<file path="src/design/frsnl_isqrt.sv">
`default_nettype none

// Pipelined floor square root, one result bit per stage.
module frsnl_isqrt #(
  parameter int RW = 16,
  parameter int SW = 1
) (
  input  logic            clk_i,
  input  logic            rst_ni,
  input  logic            en_i,
  input  logic            valid_i,
  input  logic [2*RW-1:0] rad_i,
  input  logic [SW-1:0]   side_i,
  output logic            valid_o,
  output logic [RW-1:0]   root_o,
  output logic [SW-1:0]   side_o
);

  logic [RW+1:0]   rem_q  [RW];
  logic [RW+1:0]   rem_d  [RW];
  logic [RW-1:0]   root_q [RW];
  logic [RW-1:0]   root_d [RW];
  logic [2*RW-1:0] rad_q  [RW];
  logic [2*RW-1:0] rad_d  [RW];
  logic [SW-1:0]   side_q [RW];
  logic [RW-1:0]   vld_q;

  always_comb begin
    logic [RW+1:0]   prem;
    logic [RW-1:0]   proot;
    logic [2*RW-1:0] prad;
    logic [RW+1:0]   r2;
    logic [RW+1:0]   trial;
    for (int s = 0; s < RW; s++) begin
      if (s == 0) begin
        prem  = '0;
        proot = '0;
        prad  = rad_i;
      end else begin
        prem  = rem_q[s-1];
        proot = root_q[s-1];
        prad  = rad_q[s-1];
      end
      // The partial remainder stays below 2^(s+1), so its low bits carry it.
      r2    = {prem[RW-1:0], prad[2*RW-1 -: 2]};
      trial = {proot, 2'b01};
      if (r2 >= trial) begin
        rem_d[s]  = r2 - trial;
        root_d[s] = {proot[RW-2:0], 1'b1};
      end else begin
        rem_d[s]  = r2;
        root_d[s] = {proot[RW-2:0], 1'b0};
      end
      rad_d[s] = {prad[2*RW-3:0], 2'b00};
    end
  end

  always_ff @(posedge clk_i or negedge rst_ni) begin
    if (!rst_ni) begin
      vld_q <= '0;
    end else if (en_i) begin
      vld_q <= {vld_q[RW-2:0], valid_i};
    end
  end

  always_ff @(posedge clk_i) begin
    if (en_i) begin
      for (int s = 0; s < RW; s++) begin
        rem_q[s]  <= rem_d[s];
        root_q[s] <= root_d[s];
        rad_q[s]  <= rad_d[s];
        side_q[s] <= (s == 0) ? side_i : side_q[s-1];
      end
    end
  end

  assign valid_o = vld_q[RW-1];
  assign root_o  = root_q[RW-1];
  assign side_o  = side_q[RW-1];

endmodule

`default_nettype wire

</file>
<file path="config.mk">
export PLATFORM = sky130hd
export DESIGN_NAME = frsnl_isqrt
export DESIGN_NICKNAME = d
export VERILOG_FILES = /design/src/design/frsnl_isqrt.sv
export SDC_FILE = /design/constraint.sdc
export NUM_CORES = 1
export LEC_CHECK = 0
export ABC_AREA = 1
export ABC_CLOCK_PERIOD_IN_PS = 3320
export BUFFER_PORTS_ARGS = -buffer_cell sky130_fd_sc_hd__buf_2
export CAP_MARGIN = 20
export CORE_UTILIZATION = 30
export CTS_BUF_LIST = sky130_fd_sc_hd__clkbuf_16
export DETAILED_ROUTE_END_ITERATION = 7
export GPL_TIMING_DRIVEN = 1
export PLACE_DENSITY = 0.51
export SLEW_MARGIN = 20
export SYNTH_ARGS = -nofsm -noshare
export SYNTH_HDL_FRONTEND = slang
export SYNTH_SLANG_ARGS = --single-unit
</file>
<file path="constraint.sdc">
create_clock -name clk_i -period 3.32 [get_ports clk_i]
set_input_delay 0.166 -clock clk_i [delete_from_list [all_inputs] [get_ports clk_i]]
set_output_delay 0.166 -clock clk_i [all_outputs]
set_load 0.02 [all_outputs]
</file>
Yosys cells after proc, flatten, opt, wreduce, memory -nomap -nowiden --
Memories as Yosys holds them, arrays and structs flattened. Cells that the tools add are included.
Word-level totals: bits of input ports 37, output and inout port bits 18, bits in registers 16, memory bits (read-only) 0, bits in writable memories 1040, memories 4, bits in latches 0
Memories:
- rad_q | depth 16, bits a word 30, read ports 15, clocked after memory_dff 0, write ports 16, line 23 | logic [2*RW-1:0] rad_q [RW];
- rem_q | depth 16, bits a word 18, read ports 15, clocked after memory_dff 0, write ports 16, line 19 | logic [RW+1:0] rem_q [RW];
- root_q | depth 16, bits a word 16, read ports 16, clocked after memory_dff 0, write ports 16, line 21 | logic [RW-1:0] root_q [RW];
- side_q | depth 16, bits a word 1, read ports 16, clocked after memory_dff 0, write ports 16, line 25 | logic [SW-1:0] side_q [RW];
Operators by class: shifts and indexed selects 0, bitwise operators 0, equality and inequality tests 0, div/mod/pow operators 0, mux-type cells 34, add/sub/neg operators 16, multiply operators 0, magnitude comparators 16, reductions and logical operators 0
Operator list (count):
- $mux W18 | 16
- $ge A18 B18 Y1 | 15
- $sub A18 B18 Y18 | 15
- $mux W1 | 18
- $sub A2 B1 Y3 const B | 1
- $ge A2 B1 Y1 const B | 1

Depth between registers and ports, before layout --
An unclocked memory read counts as a cell.
word-level depth 3, depth in mapped cells 14, mapped depth without buffers 13

Worst setup path after synthesis --
Ideal clock, no wire load.
kind flip-flop to flip-flop, start point mem rem_q[0][95] in the netlist's numbering, end point mem rem_q[0][111] in the netlist's numbering, data pin, clock period less this slack 1856 ps, setup slack 1464 ps, required time 3063 ps, buffers on the path 1, arrival time 1598 ps, cell stages (with the launch flop) 9, cell sequence edfxtp_1 ha_1 inv_2 o21ai_0 nor3_1 nand3_2 inv_4 buf_8 o21ai_2
RTL lines (line):
- start, declared | 19

==> run summary <==
hold-fix buffer count after cts: 38
post-synthesis cell area: 32,100 µm²
Die Y: 329 µm
WL met1: 32,300 µm
final core utilization: 35.0%
most frequent CP cell: nand2_1
Design Area, Final: 37,000 µm²
GRT overflow: 0
Synth Flop Type: edfxtp_1
DR top layer: met4
Slew @ Worst Pin: 688 ps
Post-CTS Setup Inserts: 0
antenna-violating nets left: 0
setup TNS: 0 ps
Vias/cell: 4.35
IO buf count: 54
WL per Instance: 13.9 µm
largest net degree at the start of global routing: 83
Hold Crit Start: rad_i[27]
TritonCTS clock tree: built
CTS Buf Count: 74
highest-count cells in the layout ignoring fill and taps: 988 x nand2_1, 616 x edfxtp_1, 565 x inv_1
CTS Root Cell: clkbuf_16
gr usage total: 12.7%
RSZ-0062 raised after global routing: false
DRT Wirelength: 68,400 µm
count of final hold-check violations: 0
Crit path max-delay family: simple AND/OR/NAND/NOR gates
Synth cell types: 50
Setup violations, final: 0
Max Clock Skew: 38.2 ps
share of cells above drive strength 1: 8.61%
I/O pins: 55
via count: 21,300
RR Startpoint: rem_q[1][36]$_DFFE_PP_
clock sinks: 632
Detailed Place HPWL: 51,100 µm
TritonRoute pass-1 iters: 7
P_leak: 0.0163 µW
Met3 Routed Length: 2390 µm
net switching power: 6350 µW
Critical path origin: rem_q[1][36]$_DFFE_PP_
switching part of the total: 28.7%
Worst-path clk slew: 60 ps
Fillers: 10,800
first-pass GRT wire length: 109,000 µm
Placed Area: 34,200 µm²
maximum clock frequency: 421 MHz
PwrDens: 599 nW/µm²
chip width: 329 µm
max-slew violations: 0
failing checks: design-rule violations
CP arrival: 2740 ps
CP Max Fanout: 18
outcome: finished, violations left
initial drt markers: 1,229
Reg power frac: 46.3%
die area: 108,000 µm²
crit path kind: flip-flop to flip-flop
clock share of power: 36.5%
Yosys warnings: 0
Nets: 3,648
Post-synth ARST share: 2.53%
relative slew slack: 54.0%
Antenna diodes: 0
CP endpoint kind: flip-flop
Final GP Congestion: 0.848
MaxCap Viol Count: 0
area of the multi-input gates: 10,800 µm²
post_cts resized: 0
most common cell after layout, fill and taps aside: nand2_1
DRC: 1
clk_lat worst skew: 660 ps
htree depth: 3
CORE AREA: 106,000 µm²
Post-synth EDFFs: 616
min Tclk post-route: 2370 ps
initial antenna violation count: 1
crit-path cells: ha_1, nand2_1, nor2_1, nand3_1, nand3_2, nand2_2, nand2_4, inv_2, nand2_1, nand2_1
Post-Syn Instances: 3,298
Longest Clk Path Bufs: 3
Max rail drop VDD: 436 µV
vias in the first global route: 20,900
FP Rows: 119
met2 routed WL: 31,800 µm
register area: 18,900 µm²
slowest cell on the critical path: edfxtp_1
CP required: 3690 ps
WP buf/inv: 1
max incr delay on CP: 430 ps
Avg Cell Area, Syn: 9.74 µm²
internal power: 15,800 µW
Tcrit/Tclk final: 71.5%
Net Count, Synth: 3,487
Area Overhead vs Synth: 15.2%
Comb pwr share: 17.2%
register area share after synthesis: 58.8%
startpoint types: flip-flop
Starting Density: 30.4%
type of the tightest min-delay check: input port to flip-flop
FF+latch count, synth: 632
power groups by stage:
stage	registers, µW	clock network, µW	logic [µW]
after floorplan	10200	0	2810
final	10200	8090	3810
after detailed placement	10400	0	3790
after CTS	10300	8400	3850
after global routing	10300	8690	4410
after global placement	10400	0	3790
synthesized netlist by cell type, types with 4 or more instances:
cell type / n / share of area, %
ha_1: 152 / 5.9
buf_2: 6 / 0.093
xor2_1: 56 / 1.5
nor3_1: 37 / 0.58
inv_1: 553 / 6.5
o21bai_1: 8 / 0.19
and3_1: 4 / 0.078
nand2_1: 988 / 12
nand3_1: 214 / 3.3
a21oi_2: 22 / 0.60
or2_2: 5 / 0.097
nand2_2: 19 / 0.37
nand3b_1: 27 / 0.63
nand4_1: 41 / 0.80
dfrtp_1: 16 / 1.2
nor2_1: 210 / 2.5
nor2_2: 16 / 0.31
xnor2_1: 28 / 0.76
edfxtp_1: 616 / 58
inv_2: 18 / 0.21
o21ai_1: 13 / 0.20
nand2_4: 8 / 0.28
o21ai_2: 11 / 0.30
buf_6: 15 / 0.53
a21oi_1: 99 / 1.5
and2_1: 8 / 0.16
inv_4: 4 / 0.078
nand3_2: 9 / 0.28
o21ai_0: 62 / 0.97
final timing paths:
kind                                           to  slack (ps)  depth (start not counted)
setup / recovery           rem_q[1][65]$_DFFE_PP_         950                         10
hold / removal             rad_q[0][27]$_DFFE_PP_         240                          2
setup reg to reg           rem_q[1][65]$_DFFE_PP_         950                         10
hold reg to reg            rad_q[1][52]$_DFFE_PP_         400                          0
max in group asynchronous    vld_q[3]$_DFFE_PN0P_        2220                          3
min in group asynchronous    vld_q[0]$_DFFE_PN0P_         650                          3
state kept, by name, indices dropped and copies added, names as in the netlist:
name and flops:
rad_q 240, rem_q 224, vld_q 16, side_q 16
root_q 136
layout make-up:
| cell class | count | area share (%) |
|---|---|---|
| Clock buffer | 75 | 5.07 |
| Clock inverter | 60 | 1.55 |
| Inverter | 575 | 5.86 |
| Multi-Input combinational cell | 2063 | 29.2 |
| Sequential cell | 632 | 51.1 |
| Tap cell | 1391 | 4.70 |
| Timing Repair Buffer | 113 | 2.52 |
cells by family (layout without fill, tap and decap cells):
family,count (synthesis),after routing,share of synthesized area (%)
simple gates,1597,1597,21.2
fa+ha+maj,152,152,5.92
flops,632,632,58.8
mux,2,2,0.0701
buf+inv,603,823,7.52
xor+xnor,84,84,2.29
compound gates,227,227,4.11
other cells,1,1,0.0117
per-layer routing:
| metal | up-vias | GRT usage (%) |
|---|---|---|
| li1 | 11100 | - |
| met1 | 9793 | 16.3 |
| met2 | 292 | 21.3 |
| met3 | 107 | 2.21 |
| met5 | - | 0 |
| met4 | 0 | 4.72 |
per-stage QoR:
step / hold WS (ps) / power, µW / worst slack (ps) / std cells
floorplan: -130 / 13000 / 1460 / 3298
finish: 236 / 22100 / 947 / 4909
global placement: 105 / 14200 / 956 / 4736
CTS: 180 / 22500 / 954 / 4909
detailed placement: 103 / 14200 / 953 / 4736
global route: 198 / 23400 / 756 / 4909
No activity file was read; power rests on OpenSTA's default activity.
