===== config.mk =====
export PLATFORM = sky130hd
export DESIGN_NAME = frsnl_div
export DESIGN_NICKNAME = d
export VERILOG_FILES = /design/src/design/frsnl_div.sv
export SDC_FILE = /design/constraint.sdc
export NUM_CORES = 1
export LEC_CHECK = 0
export ABC_AREA = 0
export BUFFER_PORTS_ARGS = -buffer_cell sky130_fd_sc_hd__clkbuf_2
export CAP_MARGIN = 20
export CELL_PAD_IN_SITES_DETAIL_PLACEMENT = 0
export CELL_PAD_IN_SITES_GLOBAL_PLACEMENT = 2
export CORE_MARGIN = 2
export CORE_UTILIZATION = 41
export CTS_CLUSTER_DIAMETER = 60
export DETAILED_ROUTE_END_ITERATION = 6
export PLACE_DENSITY_LB_ADDON = 0.1
export SLEW_MARGIN = 20
export SYNTH_ARGS = -nofsm -noshare
export SYNTH_HDL_FRONTEND = slang
export SYNTH_SLANG_ARGS = --single-unit

===== constraint.sdc =====
create_clock -name clk_i -period 3.27 [get_ports clk_i]
set_clock_uncertainty 0.05 [all_clocks]
set_input_delay 0.1635 -clock clk_i [delete_from_list [all_inputs] [get_ports clk_i]]
set_output_delay 0.1635 -clock clk_i [all_outputs]
set_load 0.01 [all_outputs]

===== src/design/frsnl_div.sv =====
`default_nettype none

// Pipelined restoring divider, one quotient bit per stage. The caller
// supplies the upper dividend bits as the starting remainder, which must
// be below the divisor for the quotient to fit in QW bits.
module frsnl_div #(
  parameter int DW = 16,
  parameter int QW = 16,
  parameter int SW = 1
) (
  input  logic          clk_i,
  input  logic          rst_ni,
  input  logic          en_i,
  input  logic          valid_i,
  input  logic [DW-1:0] rem_i,
  input  logic [QW-1:0] low_i,
  input  logic [DW-1:0] dvs_i,
  input  logic [SW-1:0] side_i,
  output logic          valid_o,
  output logic [QW-1:0] quo_o,
  output logic [SW-1:0] side_o
);

  logic [DW-1:0] rem_q  [QW];
  logic [DW-1:0] rem_d  [QW];
  logic [QW-1:0] low_q  [QW];
  logic [QW-1:0] low_d  [QW];
  logic [QW-1:0] quo_q  [QW];
  logic [QW-1:0] quo_d  [QW];
  logic [DW-1:0] dvs_q  [QW];
  logic [SW-1:0] side_q [QW];
  logic [QW-1:0] vld_q;

  always_comb begin
    logic [DW-1:0] prem;
    logic [QW-1:0] plow;
    logic [QW-1:0] pquo;
    logic [DW-1:0] pdvs;
    logic [DW:0]   r2;
    logic [DW:0]   dif;
    for (int s = 0; s < QW; s++) begin
      if (s == 0) begin
        prem = rem_i;
        plow = low_i;
        pquo = '0;
        pdvs = dvs_i;
      end else begin
        prem = rem_q[s-1];
        plow = low_q[s-1];
        pquo = quo_q[s-1];
        pdvs = dvs_q[s-1];
      end
      r2  = {prem, plow[QW-1]};
      dif = r2 - {1'b0, pdvs};
      if (r2 >= {1'b0, pdvs}) begin
        rem_d[s] = dif[DW-1:0];
        quo_d[s] = {pquo[QW-2:0], 1'b1};
      end else begin
        rem_d[s] = r2[DW-1:0];
        quo_d[s] = {pquo[QW-2:0], 1'b0};
      end
      low_d[s] = {plow[QW-2:0], 1'b0};
    end
  end

  always_ff @(posedge clk_i or negedge rst_ni) begin
    if (!rst_ni) begin
      vld_q <= '0;
    end else if (en_i) begin
      vld_q <= {vld_q[QW-2:0], valid_i};
    end
  end

  always_ff @(posedge clk_i) begin
    if (en_i) begin
      for (int s = 0; s < QW; s++) begin
        rem_q[s]  <= rem_d[s];
        low_q[s]  <= low_d[s];
        quo_q[s]  <= quo_d[s];
        dvs_q[s]  <= (s == 0) ? dvs_i : dvs_q[s-1];
        side_q[s] <= (s == 0) ? side_i : side_q[s-1];
      end
    end
  end

  assign valid_o = vld_q[QW-1];
  assign quo_o   = quo_q[QW-1];
  assign side_o  = side_q[QW-1];

endmodule

`default_nettype wire


; After elaboration in Yosys (flattened, before gate mapping)
; Memory sizes are Yosys's and may differ from the RTL's.
; Index checks and enable logic that the tools add are counted.
[classes]
div = 0
n_lt_le_gt_ge = 16
n_shift = 0
n_reduce_logical = 0
multipliers = 0
bitwise = 0
n_eq_ne = 0
muxes = 34
add_sub_neg = 16
[ops]
columns = cell, n
row1 = greater-or-equal comparator 17 x 16 -> 1 bit, 16
row2 = 2-to-1 mux 16 bit, 16
row3 = subtractor 16 bit, 16
row4 = 2-to-1 mux 1 bit, 18
[word_totals]
regBits = 16
latchBits = 0
inputBits = 53
ramBits = 1024
word_cells = 72
rom_bits = 0
mem_count = 5
output_inout_bits = 18
[memory_table]
columns = name, words, width, rd, rd_clocked_by_memory_dff, wr, line_no
row1 = dvs_q, 16, 16, 15, 0, 16, 30  ; logic [DW-1:0] dvs_q [QW];
row2 = quo_q, 16, 16, 16, 0, 16, 28  ; logic [QW-1:0] quo_q [QW];
row3 = rem_q, 16, 16, 15, 0, 16, 24  ; logic [DW-1:0] rem_q [QW];
row4 = low_q, 16, 15, 15, 0, 16, 26  ; logic [QW-1:0] low_q [QW];
row5 = side_q, 16, 1, 16, 0, 16, 31  ; logic [SW-1:0] side_q [QW];

; Depth between registers and ports, before layout
; Gate-level depths: netlist (run 1).
; An unclocked memory read counts as a cell.
[logic_depth]
depth_word = 3
ltp_mapped = 12
mapped_depth_nobuf = 11

; Worst setup path before layout (run 1)
; OpenSTA, ideal clock, no wires.
[synth_timing]
kind = flip-flop to flip-flop
start = memory dvs_q[0][1]
end = memory rem_q[1][8], in the netlist rem_q[0][24], data pin
arrival_ns = 2.749
stages_incl_launch_ff = 12
setup_time_ns = 0.260
t_required_ns = 2.960
synth_period_minus_slack_ns = 3.059
path_buffers = 1
setup_slack_ns = 0.211
path_cell_list = edfxtp_1 inv_1 ha_1 nor2b_1 o21a_1 o21a_1 o31a_1 o41ai_2 o21ai_1 o22ai_2 buf_6 mux2_2
[synth_rtl]
columns = item, line_no
row1 = "start, declared", 30
row2 = "end, declared", 24

==> reports/qor.yml, run 1 <==
cells_and_area:
  final_common_cell: "edfxtp_1"
  final_nets: 3540
  final_cell_mix: "edfxtp_1 (752), inv_1 (314), ha_1 (250)"
  n_fill_cell: 8164
  finalCoreUtilization_pct: 48.6
  diodes: 0
  syn_to_final_growth_pct: 17.2
  drive_gt1_share_pct: 17.0
floorplan:
  io_pins: 71
  row_count: 111
  initial_core_util_pct: 41.5
  fp.dieH_um: 309
  die_w_um: 309
  dieArea_um2: 95500
  coreArea_um2: 91900
power:
  peakVddDrop_v: 0.000578
  p_leak_nw: 17.8
  switching_share_pct: 33.0
  seqPwrFrac_pct: 36.2
  pwr-share-clk_pct: 24.2
  p_per_area_nw_per_um2: 933
  p_int_mw: 28.0
  switchingPower_mw: 13.8
  p_total_mw: 41.7
  combPwrFrac_pct: 39.6
setup_path:
  worstPathArrival_ns: 3.53
  worstSetupStartpoint: "dvs_q[7][6]"
  r2r_start: "dvs_q[7][6]"
  cp_max_fo: 17
  cp-end-kind: "flop"
  critPathRequiredTime_ns: 3.62
  critical_path_class: "flop to flop"
  critPathLaunchType: "flop"
clocking:
  cts.clk_slew.worst_paths_ns: 0.05
  cts_buffers: 93
  clk-insertion-delay-late_ns: 0.66
  clockBufferDepth: 3
  htreeDepth: 3
  cts_root_buf: "clkbuf_16"
  cts_tree: "done"
  cts.sinks: 768
logic_synthesis:
  syn_area_um2: 38200
  synth_nets: 3246
  seq_area_frac_synth_pct: 60.2
  ys_ff_latch: 768
  synth-async-reset-ratio_pct: 2.08
  syn_avg_cell_area_um2: 13.1
  ys_types: 83
  synth_flop_cell: "edfxtp_1"
  synth_edf_count: 752
  syn_inst: 2922
  yosysWarnings: 0
flow_run:
  drv_cap: 0
global_routing:
  grt_max_degree: 109
  grt_pass1_wl_um: 126000
  grt_overflow: 0
  grt_antenna_before_repair: 0
  grt_usage_pct: 16.9
  grt_pass1_vias: 22982
sta:
  fin_crit_sh_pct: 97.3
  max_freq_mhz: 314
  fin_crit_ns: 3.18
  finalSetupViolCount: 0
  worst_slew_pin_slew_ns: 0.719
  drv_slew: 0
  final_hold_viol_count: 0
  slew_headroom_pct: 51.9
place:
  port-buffer-count: 70
  hpwl_um: 58000
  place.gp.congestion: 0.841
routing:
  drt_iter0_markers: 1444
  post_drt_wl_per_cell_um: 17.8
  wl_um: 80400
  ant_nets: 0
  vias: 23055
  drc_errors: 0
  first_pass_iters: 6
  viasPerCell: 5.09
min_path:
  hold_class: "input pin to flop"
  min_from: "rem_i[15]"
outcome:
  status: "completed"
critical path: stages, from the launching register on:
cell      delay [ns]
edfxtp_1        0.38
inv_1           0.09
ha_2            0.31
a21oi_2         0.19
o21ai_2         0.09
or3_4           0.34
o221a_4         0.27
a31oi_4         0.19
a31oi_2         0.12
or3_4           0.41
buf_12          0.17
mux2_2          0.31
metal layers:
metal | global-route usage, % | share of wire, % | vias up
met5 | 0 | 0 | -
met4 | 5.89 | 3.2 | 0
met3 | 2.80 | 3.6 | 141
met2 | 27.3 | 47 | 383
met1 | 23.1 | 47 | 11054
li1 | - | - | 11477
final timing paths:
kind / slack, ns / cells past startpoint / endpoint
setup reg to reg: 0.09 / 11 / rem_q[1][2]
min in group asynchronous: 0.58 / 3 / vld_q[2]
setup / recovery: 0.09 / 11 / rem_q[1][2]
max in group asynchronous: 2.14 / 3 / vld_q[7]
hold / removal: 0.12 / 3 / quo_q[0][0]
hold reg to reg: 0.36 / 0 / quo_q[1][125]
metrics by stage:
stage                     cells  worst slack, ns  hold WS [ns]  area, um2  setup TNS (ns)
final                      4531           0.0874         0.117      44700               0
after detailed placement   4300           -0.206        0.0515      40800           -3.08
after CTS                  4520          0.00937        0.0706      44400               0
after floorplan            2922            0.211        -0.182      38200               0
after global placement     4300           -0.177        0.0432      40800           -2.42
after global routing       4531          -0.0351         0.120      44700          -0.240
synthesized netlist by cell type (all sizes together) (7+ instances only):
| cell type | instances | area [um2] |
|---|---|---|
| o21bai | 7 | 52.6 |
| o21ai | 113 | 569 |
| nand2b | 30 | 188 |
| a31oi | 23 | 159 |
| or3 | 18 | 113 |
| nor3 | 42 | 215 |
| nor2 | 215 | 807 |
| o21a | 44 | 330 |
| inv | 315 | 1180 |
| and2 | 7 | 43.8 |
| a211oi | 23 | 173 |
| o211ai | 15 | 113 |
| nor4 | 12 | 90.1 |
| a21oi | 178 | 895 |
| xor2 | 57 | 499 |
| edfxtp | 752 | 22600 |
| nand3 | 51 | 255 |
| nand2 | 92 | 345 |
| o311ai | 7 | 61.3 |
| or2 | 19 | 119 |
| clkbuf | 15 | 56.3 |
| nand4 | 29 | 181 |
| o22ai | 7 | 50.1 |
| xnor2 | 102 | 893 |
| fa | 15 | 300 |
| o31ai | 13 | 97.6 |
| buf | 17 | 115 |
| dfrtp | 16 | 400 |
| a21boi | 20 | 150 |
| and3 | 22 | 138 |
| a21o | 53 | 398 |
| mux2i | 20 | 200 |
| nor2b | 40 | 250 |
| o31a | 16 | 140 |
| mux2 | 169 | 1930 |
| ha | 256 | 3200 |
| o41ai | 13 | 129 |
power groups by stage:
| stage | logic (mW) | registers, mW | clock network (mW) |
|---|---|---|---|
| 2_1_floorplan | 12.0 | 14.7 | 0 |
| 3_3_place_gp | 15.8 | 15.4 | 0 |
| 3_5_place_dp | 16.0 | 15.4 | 0 |
| 4_1_cts | 16.2 | 15.2 | 10.5 |
| 5_1_grt | 18.5 | 15.4 | 10.8 |
| 6_report | 16.5 | 15.1 | 10.1 |
cell type report:
class / count / area, um2 / area share [%]
well taps: 1243 / 1560 / 3.48
flip-flops and latches: 768 / 23000 / 51.4
repair buffers: 231 / 1950 / 4.36
multi-input cells: 1807 / 14000 / 31.4
clock inverters: 54 / 581 / 1.30
clock buffers: 113 / 2420 / 5.42
inverters: 315 / 1180 / 2.65
registers in the layout (all words and copies together), names as in the netlist:
| name | cells |
|---|---|
| rem_q | 240 |
| quo_q | 136 |
| vld_q | 16 |
| dvs_q | 240 |
| side_q | 16 |
| low_q | 120 |
cell families after synthesis:
group | Yosys count | synth area share [%]
AND/OR/NAND/NOR | 606 | 7.83
flip-flops | 768 | 60.2
buffers and inverters | 347 | 3.55
AO/OA/AOI/OAI | 582 | 9.97
multiplexers | 189 | 5.58
adder cells (fa/ha/maj) | 271 | 9.18
XOR/XNOR | 159 | 3.65
repair_timing:
action                                 4_1_cts  5_1_grt
endpoints found under the hold margin      108        0
pin swaps                                    1        9
gates cloned                                 0        1
setup buffers                                0       10
hold buffers                                53        0
resized for setup                            8       34
setup endpoints to repair                   58      112
Power figures use the tool's default switching activity.
==> inputs of run 2 (changes only) <==
--- a/config.mk
+++ b/config.mk
@@ -7,14 +7,14 @@
 export LEC_CHECK = 0
 export ABC_AREA = 0
 export BUFFER_PORTS_ARGS = -buffer_cell sky130_fd_sc_hd__clkbuf_2
-export CAP_MARGIN = 20
+export CAP_MARGIN = 10
 export CELL_PAD_IN_SITES_DETAIL_PLACEMENT = 0
 export CELL_PAD_IN_SITES_GLOBAL_PLACEMENT = 2
 export CORE_MARGIN = 2
 export CORE_UTILIZATION = 41
 export CTS_CLUSTER_DIAMETER = 60
 export DETAILED_ROUTE_END_ITERATION = 6
-export PLACE_DENSITY_LB_ADDON = 0.1
+export PLACE_DENSITY = 0.86
 export SLEW_MARGIN = 20
 export SYNTH_ARGS = -nofsm -noshare
 export SYNTH_HDL_FRONTEND = slang
==> run 2 against run 1 <==
Effect of this change:
- wire length shrank 4.0%
- clock power is essentially flat
- non-clock buffer count shrank 24
- critical path depth is the same
- global-route usage shrank 0.71 points
- fmax shrank 0.74%
- register-to-register slack lost 0.02 ns
- final cell count shrank 0.60%
- utilization shrank 0.30 points
- sequential share of layout area grew 0.32 points
- critical path type unchanged
- largest cell class unchanged
==> reports/qor.yml, run 2 (synthesized netlist as in run 1, its figures left out) <==
setup_path:
  worst-path-buf-inv: 2
  critical_path_class: "flop to flop"
  critPathSlowestCell: "edfxtp_1"
  critPathRequiredTime_ns: 3.61
  cpLargestDelayFamily: "compound AO/OA/AOI/OAI gates"
  r2r_cells: 11
  cp_max_fo: 17
  path_common_cell: "o31a_1"
  cp_cell_sequence: "inv_2 > ha_4 > nor2b_1 > o31a_1 > o31a_1 > o221a_4 > a31oi_4 > a31oi_1 > or3_4 > buf_12 > mux2_4"
  worstPathArrival_ns: 3.54
  crit_cells: 11
  critPathLaunchType: "flop"
  slowest_delay_ns: 0.40
  cp-end-kind: "flop"
  r2r_slack_ns: 0.06
clocking:
  clockBufferDepth: 3
  htreeDepth: 3
  cts.sinks: 768
  clk-insertion-delay-late_ns: 0.65
  cts.clk_slew.worst_paths_ns: 0.06
  cts_root_buf: "clkbuf_16"
  cts_buffers: 91
  cts_tree: "done"
routing:
  ant_nets: 0
  drt_iter0_markers: 1557
  wl_met3_um: 2860
  drc_errors: 0
  vias: 23074
  wl_um: 77200
  first_pass_iters: 5
  viasPerCell: 5.12
  post_drt_wl_per_cell_um: 17.1
  met2_length_um: 36200
  highest_layer: "met4"
  m1WireLength_um: 36600
global_routing:
  grt_overflow: 0
  grt_usage_pct: 16.2
  grt_max_degree: 96
  grt_antenna_before_repair: 0
  grt_pass1_vias: 23040
  grt_pass1_wl_um: 123000
sta:
  fin_ws_ns: 0.0637
  fin_crit_ns: 3.21
  fin_crit_sh_pct: 98.1
  worst_slew_pin_slew_ns: 0.740
  fin_hold_ws_ns: 0.185
  drv_slew: 0
  max_freq_mhz: 312
  slew_headroom_pct: 50.5
  final_hold_viol_count: 0
  finalSetupViolCount: 0
cells_and_area:
  finalNonFillerCells: 4504
  drive_gt1_share_pct: 16.1
  top_regs: "dvs_q (240), rem_q (240), quo_q (136)"
  final_cell_mix: "edfxtp_1 (752), inv_1 (314), ha_1 (254)"
  final_nets: 3514
  diodes: 0
  final_common_cell: "edfxtp_1"
  syn_to_final_growth_pct: 16.5
power:
  p_leak_nw: 17.7
  p_total_mw: 41.2
  peakVddDrop_v: 0.000491
  p_per_area_nw_per_um2: 928
place:
  post-place-ws_ns: 0.00426
  hpwl_um: 55600
  port-buffer-count: 70
  place.gp.congestion: 0.879
  place_inst: 4280
floorplan:
  fp.dieH_um: 309
  die_w_um: 309
  dieArea_um2: 95500
  coreArea_um2: 91900
  initial_core_util_pct: 41.5
  row_count: 111
  io_pins: 71
min_path:
  hold_depth: 2
  hold_class: "input pin to flop"
flow_run:
  drv_cap: 0
outcome:
  status: "completed"
run 2: cell types whose count changed in the layout (fill, tap and decap cells not counted), sizes merged:
cell | before | now
buf | 108 | 85
clkbuf | 183 | 180
clkinvlp | 6 | 4
inv | 323 | 324
run 2: final timing paths:
| kind | from | endpoint |
|---|---|---|
| setup / recovery | dvs_q[7][1] | rem_q[1][12] |
| hold / removal | side_i | side_q[0][0] |
| setup reg to reg | dvs_q[7][1] | rem_q[1][12] |
| hold reg to reg | quo_q[0][114] | quo_q[1][3] |
| max in group asynchronous | rst_ni | vld_q[5] |
| min in group asynchronous | rst_ni | vld_q[12] |
run 2: per-stage QoR:
step | TNS [ns] | utilization (%) | instance area (um2)
floorplan | 0 | - | 38200
global placement | 0 | 44.3 | 40700
detailed placement | 0 | 44.3 | 40700
CTS | 0 | 48.1 | 44200
global route | -0.118 | 48.3 | 44400
finish | 0 | 48.3 | 44400
run 2: repair_timing:
action | 4_1_cts | 5_1_grt
hold buffers | 53 | 0
pin swaps | 1 | 5
setup endpoints to repair | 1 | 125
gates resized for setup | 0 | 29
endpoints found under the hold margin | 107 | 0
buffers inserted | 0 | 7
run 2: final cells by class:
cell class                      count  area (um2)
Tap cell                         1243        1560
Sequential cell                   768       23000
Clock inverter                     53         539
Fill cell                        8088       47500
Timing Repair Buffer              207        1790
Multi-Input combinational cell   1807       13900
Clock buffer                      111        2440
Inverter                          315        1180
run 2: where the power goes:
| group | leakage [nW] | switching [mW] | internal (mW) |
|---|---|---|---|
| logic | 8.73 | 8.23 | 7.87 |
| registers | 7.53 | 1.16 | 13.9 |
| clock network | 1.46 | 4.05 | 5.96 |
| total | 17.7 | 13.4 | 27.8 |
run 2: metal layers:
metal / vias up / track usage [%]
li1: 11429 / -
met1: 11151 / 22.4
met2: 390 / 26.4
met3: 104 / 2.50
met4: 0 / 4.93
met5: - / 0
